==> config.mk <==
export PLATFORM = sky130hd
export DESIGN_NAME = ipv4_tcp_udp_header_filter_top
export DESIGN_NICKNAME = d
export VERILOG_FILES = /design/src/rtl/core/ihf_pkg.sv /design/src/rtl/core/ipv4_tcp_udp_header_filter_top.sv /design/src/rtl/core/ihf_cfg.sv /design/src/rtl/core/ihf_parser.sv /design/src/rtl/core/ihf_out_skid.sv
export SDC_FILE = /design/constraint.sdc
export NUM_CORES = 1
export LEC_CHECK = 0
export BUFFER_PORTS_ARGS = -buffer_cell sky130_fd_sc_hd__buf_2
export CAP_MARGIN = 20
export CORE_MARGIN = 5
export CORE_UTILIZATION = 55
export DETAILED_ROUTE_END_ITERATION = 10
export PLACE_DENSITY = 0.77
export SYNTH_ARGS = -nofsm -noshare
export SYNTH_HDL_FRONTEND = slang
export SYNTH_HIERARCHICAL = 1
export SYNTH_SLANG_ARGS = --single-unit
==> constraint.sdc <==
create_clock -name clk -period 6.2 [get_ports clk]
set_input_delay 0.62 -clock clk [delete_from_list [all_inputs] [get_ports clk]]
set_output_delay 0.62 -clock clk [all_outputs]
set_load 0.01 [all_outputs]
==> src/rtl/core/ihf_pkg.sv <==
// types and constants of the ipv4 tcp/udp header filter
// no dependencies; imported by every module of the block
package ihf_pkg;

    localparam logic [2:0] ST_NOT_IPV4      = 3'd0;
    localparam logic [2:0] ST_PASS_L4       = 3'd1;
    localparam logic [2:0] ST_PASS_NO_L4    = 3'd2;
    localparam logic [2:0] ST_FAIL_SRC_IP   = 3'd3;
    localparam logic [2:0] ST_FAIL_DST_IP   = 3'd4;
    localparam logic [2:0] ST_FAIL_SRC_PORT = 3'd5;
    localparam logic [2:0] ST_FAIL_DST_PORT = 3'd6;
    localparam logic [2:0] ST_PENDING       = 3'd7;

    localparam logic [1:0] REG_SRC_IP   = 2'd0;
    localparam logic [1:0] REG_DST_IP   = 2'd1;
    localparam logic [1:0] REG_SRC_PORT = 2'd2;
    localparam logic [1:0] REG_DST_PORT = 2'd3;

    localparam logic [10:0] POS_MAX       = 11'd2047;
    localparam logic [15:0] ETHERTYPE_IP4 = 16'h0800;
    localparam logic [7:0]  PROTO_TCP     = 8'd6;
    localparam logic [7:0]  PROTO_UDP     = 8'd17;
    localparam logic [5:0]  MIN_HDR_BYTES = 6'd20;
    localparam logic [10:0] ETH_HDR_BYTES = 11'd14;

    typedef struct packed {
        logic [7:0] data_byte;
        logic       last_byte;
    } ihf_in_t;

    typedef struct packed {
        logic [2:0]  status;
        logic [5:0]  header_bytes;
        logic [7:0]  service_type;
        logic [15:0] total_length;
        logic [12:0] fragment_offset;
        logic [7:0]  time_to_live;
        logic [7:0]  protocol_number;
        logic [31:0] source_address;
        logic [31:0] destination_address;
        logic [15:0] source_port;
        logic [15:0] destination_port;
        logic [15:0] udp_length;
    } ihf_out_t;

    typedef struct packed {
        logic [31:0] src_ip_filter;
        logic [31:0] dst_ip_filter;
        logic [15:0] src_port_filter;
        logic [15:0] dst_port_filter;
    } ihf_cfg_t;

endpackage

==> src/rtl/core/ipv4_tcp_udp_header_filter_top.sv <==
// ipv4 tcp/udp header filter: one frame byte per cycle while frame_stall is low, one verdict per frame
// the verdict request is registered in the result register, or in the skid slot while result_stall holds it
// throughput: one byte per cycle while frame_stall is low; the parser state updates on each accepted byte
// frame_stall rises only while both result slots are full under result_stall
// reset clears frame state, filters to zero (all checks off) and the result slots
// depends on ihf_pkg, ihf_cfg, ihf_parser, ihf_out_skid
module ipv4_tcp_udp_header_filter_top (
    input  logic              clk,
    input  logic              rst_n,
    input  logic              frame_valid,
    output logic              frame_stall,
    input  ihf_pkg::ihf_in_t  frame_data,
    output logic              result_valid,
    input  logic              result_stall,
    output ihf_pkg::ihf_out_t result_data,
    input  logic              psel,
    input  logic              penable,
    input  logic              pwrite,
    input  logic [3:0]        paddr,
    input  logic [31:0]       pwdata,
    output logic [31:0]       prdata,
    output logic              pready
);
    import ihf_pkg::*;

    ihf_cfg_t cfg;
    ihf_out_t res_data;
    logic     res_valid;
    logic     accept;
    logic     full;

    assign frame_stall = full;
    assign accept      = frame_valid && !full;

    ihf_cfg u_cfg (
        .clk     (clk),
        .rst_n   (rst_n),
        .psel    (psel),
        .penable (penable),
        .pwrite  (pwrite),
        .paddr   (paddr),
        .pwdata  (pwdata),
        .prdata  (prdata),
        .pready  (pready),
        .cfg     (cfg)
    );

    ihf_parser u_parser (
        .clk       (clk),
        .rst_n     (rst_n),
        .accept    (accept),
        .in_data   (frame_data),
        .cfg       (cfg),
        .res_valid (res_valid),
        .res_data  (res_data)
    );

    ihf_out_skid u_out (
        .clk       (clk),
        .rst_n     (rst_n),
        .res_valid (res_valid),
        .res_data  (res_data),
        .full      (full),
        .out_valid (result_valid),
        .out_stall (result_stall),
        .out_data  (result_data)
    );

endmodule

==> src/rtl/core/ihf_cfg.sv <==
// apb configuration registers of the header filter
// depends on ihf_pkg
module ihf_cfg (
    input  logic             clk,
    input  logic             rst_n,
    input  logic             psel,
    input  logic             penable,
    input  logic             pwrite,
    input  logic [3:0]       paddr,
    input  logic [31:0]      pwdata,
    output logic [31:0]      prdata,
    output logic             pready,
    output ihf_pkg::ihf_cfg_t cfg
);
    import ihf_pkg::*;

    ihf_cfg_t   cfg_reg;
    ihf_cfg_t   cfg_next;
    logic       wr_en;
    logic [1:0] reg_idx;

    assign wr_en   = psel && penable && pwrite;
    assign reg_idx = paddr[3:2];
    assign pready  = 1'b1;
    assign cfg     = cfg_reg;

    always_comb
    begin
        cfg_next = cfg_reg;
        if (wr_en)
        begin
            unique case (reg_idx)
                REG_SRC_IP:   cfg_next.src_ip_filter   = pwdata;
                REG_DST_IP:   cfg_next.dst_ip_filter   = pwdata;
                REG_SRC_PORT: cfg_next.src_port_filter = pwdata[15:0];
                REG_DST_PORT: cfg_next.dst_port_filter = pwdata[15:0];
            endcase
        end
    end

    always_comb
    begin
        unique case (reg_idx)
            REG_SRC_IP:   prdata = cfg_reg.src_ip_filter;
            REG_DST_IP:   prdata = cfg_reg.dst_ip_filter;
            REG_SRC_PORT: prdata = {16'd0, cfg_reg.src_port_filter};
            REG_DST_PORT: prdata = {16'd0, cfg_reg.dst_port_filter};
        endcase
    end

    always_ff @(posedge clk or negedge rst_n)
    begin
        if (!rst_n)
        begin
            cfg_reg <= '0;
        end
        else
        begin
            cfg_reg <= cfg_next;
        end
    end

endmodule

==> src/rtl/core/ihf_parser.sv <==
// per-byte header parser and filter: frame state and verdict
// depends on ihf_pkg
module ihf_parser (
    input  logic              clk,
    input  logic              rst_n,
    input  logic              accept,
    input  ihf_pkg::ihf_in_t  in_data,
    input  ihf_pkg::ihf_cfg_t cfg,
    output logic              res_valid,
    output ihf_pkg::ihf_out_t res_data
);
    import ihf_pkg::*;

    logic [10:0] pos_reg,     pos_next;
    logic [15:0] ether_reg,   ether_upd;
    logic [5:0]  ihl_reg,     ihl_upd;
    logic [7:0]  tos_reg,     tos_upd;
    logic [15:0] tlen_reg,    tlen_upd;
    logic [12:0] frag_reg,    frag_upd;
    logic [7:0]  ttl_reg,     ttl_upd;
    logic [7:0]  proto_reg,   proto_upd;
    logic [31:0] saddr_reg,   saddr_upd;
    logic [31:0] daddr_reg,   daddr_upd;
    logic [15:0] sport_reg,   sport_upd;
    logic [15:0] dport_reg,   dport_upd;
    logic [15:0] ulen_reg,    ulen_upd;
    logic [2:0]  verdict_reg, verdict_upd;

    logic [2:0]  verdict_cur;
    logic [10:0] l4_start;
    logic [10:0] l4_off;
    logic        in_l4;
    logic        l4_enabled;
    logic [7:0]  b;
    logic [5:0]  ihl_raw;

    assign b          = in_data.data_byte;
    assign ihl_raw    = {b[3:0], 2'b00};
    assign verdict_cur = (pos_reg == 11'd0) ? ST_PENDING : verdict_reg;
    assign l4_start   = ETH_HDR_BYTES + {5'd0, ihl_reg};
    assign l4_off     = pos_reg - l4_start;
    assign in_l4      = (pos_reg >= l4_start) && (l4_off < 11'd6);
    assign l4_enabled = (frag_reg == 13'd0)
                        && ((proto_reg == PROTO_TCP) || (proto_reg == PROTO_UDP));

    always_comb
    begin
        ether_upd   = ether_reg;
        ihl_upd     = ihl_reg;
        tos_upd     = tos_reg;
        tlen_upd    = tlen_reg;
        frag_upd    = frag_reg;
        ttl_upd     = ttl_reg;
        proto_upd   = proto_reg;
        saddr_upd   = saddr_reg;
        daddr_upd   = daddr_reg;
        sport_upd   = sport_reg;
        dport_upd   = dport_reg;
        ulen_upd    = ulen_reg;
        verdict_upd = verdict_cur;
        if (verdict_cur == ST_PENDING)
        begin
            priority if (pos_reg == 11'd12 || pos_reg == 11'd13)
            begin
                ether_upd = {ether_reg[7:0], b};
                if (pos_reg == 11'd13 && ether_upd != ETHERTYPE_IP4)
                    verdict_upd = ST_NOT_IPV4;
            end
            else if (pos_reg == 11'd14)
            begin
                if (b[7:4] != 4'h4)
                    verdict_upd = ST_NOT_IPV4;
                else if (ihl_raw < MIN_HDR_BYTES)
                    ihl_upd = MIN_HDR_BYTES;
                else
                    ihl_upd = ihl_raw;
            end
            else if (pos_reg == 11'd15)
            begin
                tos_upd = b;
            end
            else if (pos_reg == 11'd16 || pos_reg == 11'd17)
            begin
                tlen_upd = {tlen_reg[7:0], b};
            end
            else if (pos_reg == 11'd20)
            begin
                frag_upd = {b[4:0], 8'd0};
            end
            else if (pos_reg == 11'd21)
            begin
                frag_upd = {frag_reg[12:8], b};
            end
            else if (pos_reg == 11'd22)
            begin
                ttl_upd = b;
            end
            else if (pos_reg == 11'd23)
            begin
                proto_upd = b;
            end
            else if (pos_reg >= 11'd26 && pos_reg <= 11'd29)
            begin
                saddr_upd = {saddr_reg[23:0], b};
                if (pos_reg == 11'd29 && cfg.src_ip_filter[31:24] != 8'd0
                    && saddr_upd != cfg.src_ip_filter)
                    verdict_upd = ST_FAIL_SRC_IP;
            end
            else if (pos_reg >= 11'd30 && pos_reg <= 11'd33)
            begin
                daddr_upd = {daddr_reg[23:0], b};
                if (pos_reg == 11'd33)
                begin
                    if (cfg.dst_ip_filter[31:24] != 8'd0 && daddr_upd != cfg.dst_ip_filter)
                        verdict_upd = ST_FAIL_DST_IP;
                    else if (!l4_enabled)
                        verdict_upd = ST_PASS_NO_L4;
                end
            end
            else if (in_l4)
            begin
                unique case (l4_off[2:1])
                    2'd0:    sport_upd = {sport_reg[7:0], b};
                    2'd1:    dport_upd = {dport_reg[7:0], b};
                    default: ulen_upd  = {ulen_reg[7:0], b};
                endcase
                priority if (l4_off == 11'd1)
                begin
                    if (cfg.src_port_filter != 16'd0 && sport_upd != cfg.src_port_filter)
                        verdict_upd = ST_FAIL_SRC_PORT;
                end
                else if (l4_off == 11'd3)
                begin
                    if (cfg.dst_port_filter != 16'd0 && dport_upd != cfg.dst_port_filter)
                        verdict_upd = ST_FAIL_DST_PORT;
                    else if (proto_reg != PROTO_UDP)
                        verdict_upd = ST_PASS_L4;
                end
                else if (l4_off == 11'd5)
                begin
                    verdict_upd = ST_PASS_L4;
                end
                else
                begin
                end
            end
            else
            begin
            end
        end
    end

    always_comb
    begin
        res_valid                    = accept && in_data.last_byte;
        res_data.status              = verdict_upd;
        res_data.header_bytes        = ihl_upd;
        res_data.service_type        = tos_upd;
        res_data.total_length        = tlen_upd;
        res_data.fragment_offset     = frag_upd;
        res_data.time_to_live        = ttl_upd;
        res_data.protocol_number     = proto_upd;
        res_data.source_address      = saddr_upd;
        res_data.destination_address = daddr_upd;
        res_data.source_port         = sport_upd;
        res_data.destination_port    = dport_upd;
        res_data.udp_length          = (proto_upd == PROTO_UDP) ? ulen_upd : 16'd0;
        pos_next = (pos_reg == POS_MAX) ? pos_reg : pos_reg + 11'd1;
    end

    always_ff @(posedge clk or negedge rst_n)
    begin
        if (!rst_n)
        begin
            pos_reg     <= '0;
            ether_reg   <= '0;
            ihl_reg     <= '0;
            tos_reg     <= '0;
            tlen_reg    <= '0;
            frag_reg    <= '0;
            ttl_reg     <= '0;
            proto_reg   <= '0;
            saddr_reg   <= '0;
            daddr_reg   <= '0;
            sport_reg   <= '0;
            dport_reg   <= '0;
            ulen_reg    <= '0;
            verdict_reg <= ST_NOT_IPV4;
        end
        else if (accept)
        begin
            if (in_data.last_byte)
            begin
                pos_reg     <= '0;
                ether_reg   <= '0;
                ihl_reg     <= '0;
                tos_reg     <= '0;
                tlen_reg    <= '0;
                frag_reg    <= '0;
                ttl_reg     <= '0;
                proto_reg   <= '0;
                saddr_reg   <= '0;
                daddr_reg   <= '0;
                sport_reg   <= '0;
                dport_reg   <= '0;
                ulen_reg    <= '0;
                verdict_reg <= ST_NOT_IPV4;
            end
            else
            begin
                pos_reg     <= pos_next;
                ether_reg   <= ether_upd;
                ihl_reg     <= ihl_upd;
                tos_reg     <= tos_upd;
                tlen_reg    <= tlen_upd;
                frag_reg    <= frag_upd;
                ttl_reg     <= ttl_upd;
                proto_reg   <= proto_upd;
                saddr_reg   <= saddr_upd;
                daddr_reg   <= daddr_upd;
                sport_reg   <= sport_upd;
                dport_reg   <= dport_upd;
                ulen_reg    <= ulen_upd;
                verdict_reg <= verdict_upd;
            end
        end
    end

endmodule

==> src/rtl/core/ihf_out_skid.sv <==
// result register with skid slot for the verdict request
// depends on ihf_pkg
module ihf_out_skid (
    input  logic              clk,
    input  logic              rst_n,
    input  logic              res_valid,
    input  ihf_pkg::ihf_out_t res_data,
    output logic              full,
    output logic              out_valid,
    input  logic              out_stall,
    output ihf_pkg::ihf_out_t out_data
);
    import ihf_pkg::*;

    logic     out_valid_reg, out_valid_next;
    logic     skid_valid_reg, skid_valid_next;
    ihf_out_t out_data_reg, out_data_next;
    ihf_out_t skid_data_reg, skid_data_next;

    assign full      = skid_valid_reg;
    assign out_valid = out_valid_reg;
    assign out_data  = out_data_reg;

    always_comb
    begin
        out_valid_next  = out_valid_reg;
        skid_valid_next = skid_valid_reg;
        out_data_next   = out_data_reg;
        skid_data_next  = skid_data_reg;
        priority if (out_valid_reg && !out_stall)
        begin
            if (skid_valid_reg)
            begin
                out_data_next   = skid_data_reg;
                skid_valid_next = 1'b0;
            end
            else if (res_valid)
            begin
                out_data_next = res_data;
            end
            else
            begin
                out_valid_next = 1'b0;
            end
        end
        else if (out_valid_reg)
        begin
            if (res_valid)
            begin
                skid_data_next  = res_data;
                skid_valid_next = 1'b1;
            end
        end
        else
        begin
            if (res_valid)
            begin
                out_data_next  = res_data;
                out_valid_next = 1'b1;
            end
        end
    end

    always_ff @(posedge clk or negedge rst_n)
    begin
        if (!rst_n)
        begin
            out_valid_reg  <= 1'b0;
            skid_valid_reg <= 1'b0;
        end
        else
        begin
            out_valid_reg  <= out_valid_next;
            skid_valid_reg <= skid_valid_next;
        end
    end

    always_ff @(posedge clk)
    begin
        out_data_reg  <= out_data_next;
        skid_data_reg <= skid_data_next;
    end

endmodule

# After elaboration in Yosys (flattened, before gate mapping)
# Cells that the tools add are included.
[word_totals]
input_bits = 52
latchBits = 0
romBits = 0
wordCells = 310
n_memories = 0
out_inout_bits = 209
register_bits = 639
ram_bits = 0
[op_classes]
mux = 178
n_reduce_logical = 42
shift = 0
bitwise_logic = 1
addsub = 3
eq_ne = 35
n_div = 0
n_mul = 0
n_lt_le_gt_ge = 7
[op_table]
columns = ["op", "count"]
rows = [
  ["16-bit 2-to-1 mux", 73],
  ["32-bit 2-to-1 mux", 23],
  ["174-bit 2-to-1 mux", 4],
  ["8-bit 2-to-1 mux", 28],
  ["32-bit case mux with 4 select lines", 1],
  ["13-bit 2-to-1 mux", 7],
  ["3-bit 2-to-1 mux", 26],
  ["11-bit by 5-bit == test with 1-bit output (second input constant)", 7],
  ["32-bit != test", 2],
  ["11-bit by 4-bit == test with 1-bit output (second input constant)", 4],
  ["6-bit 2-to-1 mux", 6],
  ["16-bit != test", 2],
  ["16-bit nonzero test", 2],
  ["11-bit by 5-bit greater-or-equal comparator with 1-bit output (second input constant)", 2],
  ["11-bit 2-to-1 mux", 2],
  ["8-bit by 5-bit == test with 1-bit output (second input constant)", 2],
  ["16-bit by 12-bit != test with 1-bit output (second input constant)", 1],
  ["8-bit nonzero test", 2],
  ["1-bit logical AND", 15],
  ["2-bit AND reduction", 7],
  ["13-bit logical NOT", 1],
  ["11-bit by 1-bit adder with 11-bit output (second input constant)", 1],
  ["11-bit by 1-bit == test with 1-bit output (second input constant)", 1],
  ["11-bit == test (second input constant)", 1],
  ["other kinds (26)", 46],
]

# Depth between registers and ports, before layout
[logic_depth]
word_depth = 36
mapped_depth = 18
depth_no_buf = 17

# By module
# Netlist, hierarchy kept.
[by_module_without_submodules]
columns = ["module", "area_per_inst_um2", "n_inst", "seq_area_each_um2", "cells_per_inst"]
rows = [
  ["ihf_out_skid", 15234.6, 1, 10500.1, 744],
  ["ihf_parser", 12320.6, 1, 4829.6, 1399],
  ["ihf_cfg", 4354.2, 1, 2402.3, 267],
  ["ipv4_tcp_udp_header_filter_top", 13.8, 1, 0.0, 1],
]

# Least setup slack after synthesis
# No wires, ideal clock.
[synth_path]
path_kind = "input -> register"
start = "in frame_valid"
end = "reg u_out/skid_data_reg[0] (netlist name), enable pin"
slack_ns = -0.542
required_ns = 5.644
arrival_time_ns = 6.186
setup_ns = 0.556
path_buffers = 5
path_stages = 9
cell_sequence = "nor2b_4 > clkbuf_1 > inv_1 > clkbuf_1 > nor2_1 > buf_6 > buf_6 > buf_6 > and3_1"
[synth_via]
elab_chain_cells = 3
[synth_lines]
columns = ["element", "line", "source"]
rows = [
  ["from (decl)", "ipv4_tcp_udp_header_filter_top.sv:10", "input logic frame_valid,"],
  ["1-bit logical AND", "ipv4_tcp_udp_header_filter_top.sv:33", "assign accept = frame_valid && !full;"],
  ["1-bit logical AND", "ihf_parser.sv:155", "res_valid = accept && in_data.last_byte;"],
  ["via res_valid", "ipv4_tcp_udp_header_filter_top.sv:28", "logic res_valid;"],
  ["3-bit AND reduction (no line)", "--", ""],
  ["to (signal assigned)", "ihf_out_skid.sv:81", "skid_data_reg <= skid_data_next;"],
  ["to (decl)", "ihf_out_skid.sv:18", "ihf_out_t skid_data_reg, skid_data_next;"],
]
# The timed path passes the listed nets, and every way through them passes these cells.
# A chain may end at the register's enable or synchronous reset.

==> metrics <==
Num CTS Buffers 68; Setup crit end u_out/out_data[173]$_DFFE_PP_; FF/Latch Area 17700 µm²; port bufs 257; worst vdd rail ir drop 0.265 mV; worst path cell trace inv_1, ha_1, fa_1, xor2_1, nand2_1, a2111oi_0, o22ai_1, nor4_1, o21bai_1, a21oi_1, o21ai_0, o2bb2ai_1, mux2_1, mux2_2; routed length per instance 25.5 µm; core area 57600 µm²; Initial Util 55.4%; P&R area growth vs syn 13.2%; share of cells above drive strength 1 34.6%; status finished, final reports clean; Total Wirelength 88.1 mm; reg2reg path depth 14; Max Fanout on Critical Path 11; reg-to-reg slack, setup 1020 ps; Final Critical Period 5180 ps; Boundary Pins 261; H-tree depth 3; CTS resizes 0; GPL Wtd Cong 0.907; kind of cell adding the most delay to the critical path compound AO/OA/AOI/OAI gates; Seq cells post-synth 639; postcts setup bufs 0; die width 251 µm; Critical Path Stages 14; vias in the first global route 21.8k; clock buffer depth 3; Reg2Reg Launch Point u_parser/pos_reg[0]$_DFFE_PN0P_; Detail Route Antenna Nets 0; final setup TNS 0 ps; Reg clk slew, reported paths 70 ps; footprint of the multi-input gates 13300 µm²; clock skew 30.3 ps; TritonCTS clock tree done; CP Capture Type flip-flop; Mapped Area 31900 µm²; final hold vios 0; first-pass GRT wire length 134 mm; DRT Pass-1 Iters 6; post-synthesis sequential area ratio 55.5%; max_cap viols 0; final worst-path cycle share 83.5%; min setup slack post-route 1020 ps; clock sinks 639; Pwr Density 394 nW/µm²; post-DR vias/cell 6.27; Rows 88; Die ar. 63000 µm²; fmax 0.193 GHz; cts hold-fix bufs 1; Async SR Flop Fraction 45.5%; FILL cells 4315; later-pin clock latency in the skew report 620 ps; Hold Path Class primary input to flip-flop; DP Worst Slack 1150 ps; RSZ-0062 raised after global routing no; WP data required 6550 ps; Post-Synthesis Cells 2411; setup violators final 0; root buf cell clkbuf_16; Die Y-Extent 251 µm; DP HPWL 58.0 mm; Overflow after GRT 0; CP max stage delay 680 ps; ys flop type edfxtp_1; CP max-delay cell xor2_1; post-synth cell types 84; CP startpoint u_parser/pos_reg[0]$_DFFE_PN0P_; Max transition margin 24.1%; vias after detailed routing 21.7k; cell leakage power 15.6 nW; most frequent cells in the layout 348 x edfxtp_1, 321 x mux2_2, 313 x nand2_1; commonest non-fill, non-tap cell in the layout edfxtp_1; antenna violations before repair 9; DRC 0; DRT iter0 DRCs 2061; kind of start point of the critical path flip-flop; Arr. time, crit path 5530 ps; Syn Nets 2476; buffer and inverter count on the worst path 1; WS Path Type flip-flop to flip-flop; final slew viol count 0; Net count, final 2700; reg2reg end u_out/out_data[173]$_DFFE_PP_; synth warn 6; largest net degree at the start of global routing 153; post-synthesis average cell area 13.2 µm²; gr usage total 27.1%; Post-synth EDFFs 348; Worst Tran Pin Value 1130 ps
==> how the worst min path moves through the flow <==
stage                                                 start                                end  slack, ps  depth (start not counted)
after global placement    u_parser/ether_reg[3]$_DFFE_PN0P_  u_parser/ether_reg[3]$_DFFE_PN0P_        480                          1
after global routing                             pwdata[27]          u_cfg/cfg[59]$_DFFE_PN0P_        240                          2
after detailed placement    u_parser/ttl_reg[1]$_DFFE_PN0P_    u_parser/ttl_reg[1]$_DFFE_PN0P_        490                          1
after CTS                                        pwdata[28]          u_cfg/cfg[60]$_DFFE_PN0P_        230                          2
after floorplan                                       rst_n           u_cfg/cfg[0]$_DFFE_PN0P_        320                          0
final                                            pwdata[28]          u_cfg/cfg[60]$_DFFE_PN0P_        260                          2
==> power by group <==
part,internal [W],switching (W),total (W)
combinational,0.00195,0.00197,0.00393
clock,0.00237,0.00172,0.00409
sequential,0.00551,0.000708,0.00622
total,0.00984,0.00440,0.0142
==> per-layer routing <==
metal,global-route usage [%],up-vias,wire [µm]
met3,4.89,180,6940
met2,43.2,981,42100
met1,37.7,11105,36000
met4,9.89,4,3040
met5,0,-,27
li1,-,9429,-
==> layout make-up <==
type | instances | area share (%)
Antenna cell | 7 | 0.0485
Clock buffer | 90 | 5.34
Clock inverter | 36 | 0.855
Inverter | 36 | 0.378
Multi-Input combinational cell | 1593 | 36.9
Sequential cell | 639 | 49.1
Tap cell | 765 | 2.65
Timing Repair Buffer | 297 | 4.74
==> metrics by stage <==
stage | cell area, µm² | hold slack, ps | cells | util (%) | power [W]
floorplan | 31900 | 324 | 2411 | - | 0.00873
global placement | 33800 | 480 | 3324 | 58.6 | 0.0100
detailed placement | 33800 | 486 | 3324 | 58.6 | 0.0102
CTS | 36000 | 228 | 3451 | 62.5 | 0.0143
global route | 36100 | 241 | 3461 | 62.7 | 0.0148
finish | 36100 | 256 | 3463 | 62.7 | 0.0142
==> cell families after synthesis <==
group / count (synthesis) / share of synthesized area [%]
compound gates: 352 / 8.03
xor+xnor: 114 / 3.13
mux: 548 / 21.7
fa+ha+maj: 13 / 0.533
flops: 639 / 55.5
buf+inv: 179 / 2.84
other cells: 1 / 0.0117
simple gates: 565 / 8.25
==> worst register-to-register path, stage by stage, from the launching register on <==
cell and delay, ps:
dfrtp_1 440, inv_1 140, ha_1 260, fa_1 440, xor2_1 680, nand2_1 520, a2111oi_0 560, o22ai_1 140
nor4_1 450, o21bai_1 210, a21oi_1 160, o21ai_0 120, o2bb2ai_1 230, mux2_1 330, mux2_2 270
==> cell usage after synthesis, types with 22 or more instances <==
master | instances | area (µm²)
a21oi_1 | 41 | 205
a22o_1 | 126 | 1100
buf_2 | 35 | 175
buf_6 | 22 | 248
clkbuf_1 | 73 | 274
dfrtp_1 | 291 | 7280
edfxtp_1 | 348 | 10500
inv_1 | 35 | 131
mux2_1 | 31 | 349
mux2_2 | 321 | 3610
mux2_4 | 157 | 2360
mux2i_1 | 23 | 230
nand2_1 | 314 | 1180
nand3_1 | 31 | 155
nor2_1 | 71 | 267
nor4_1 | 36 | 225
o21ai_0 | 76 | 380
xnor2_1 | 57 | 499
xor2_1 | 57 | 499
No activity file was read; power rests on OpenSTA's default activity.
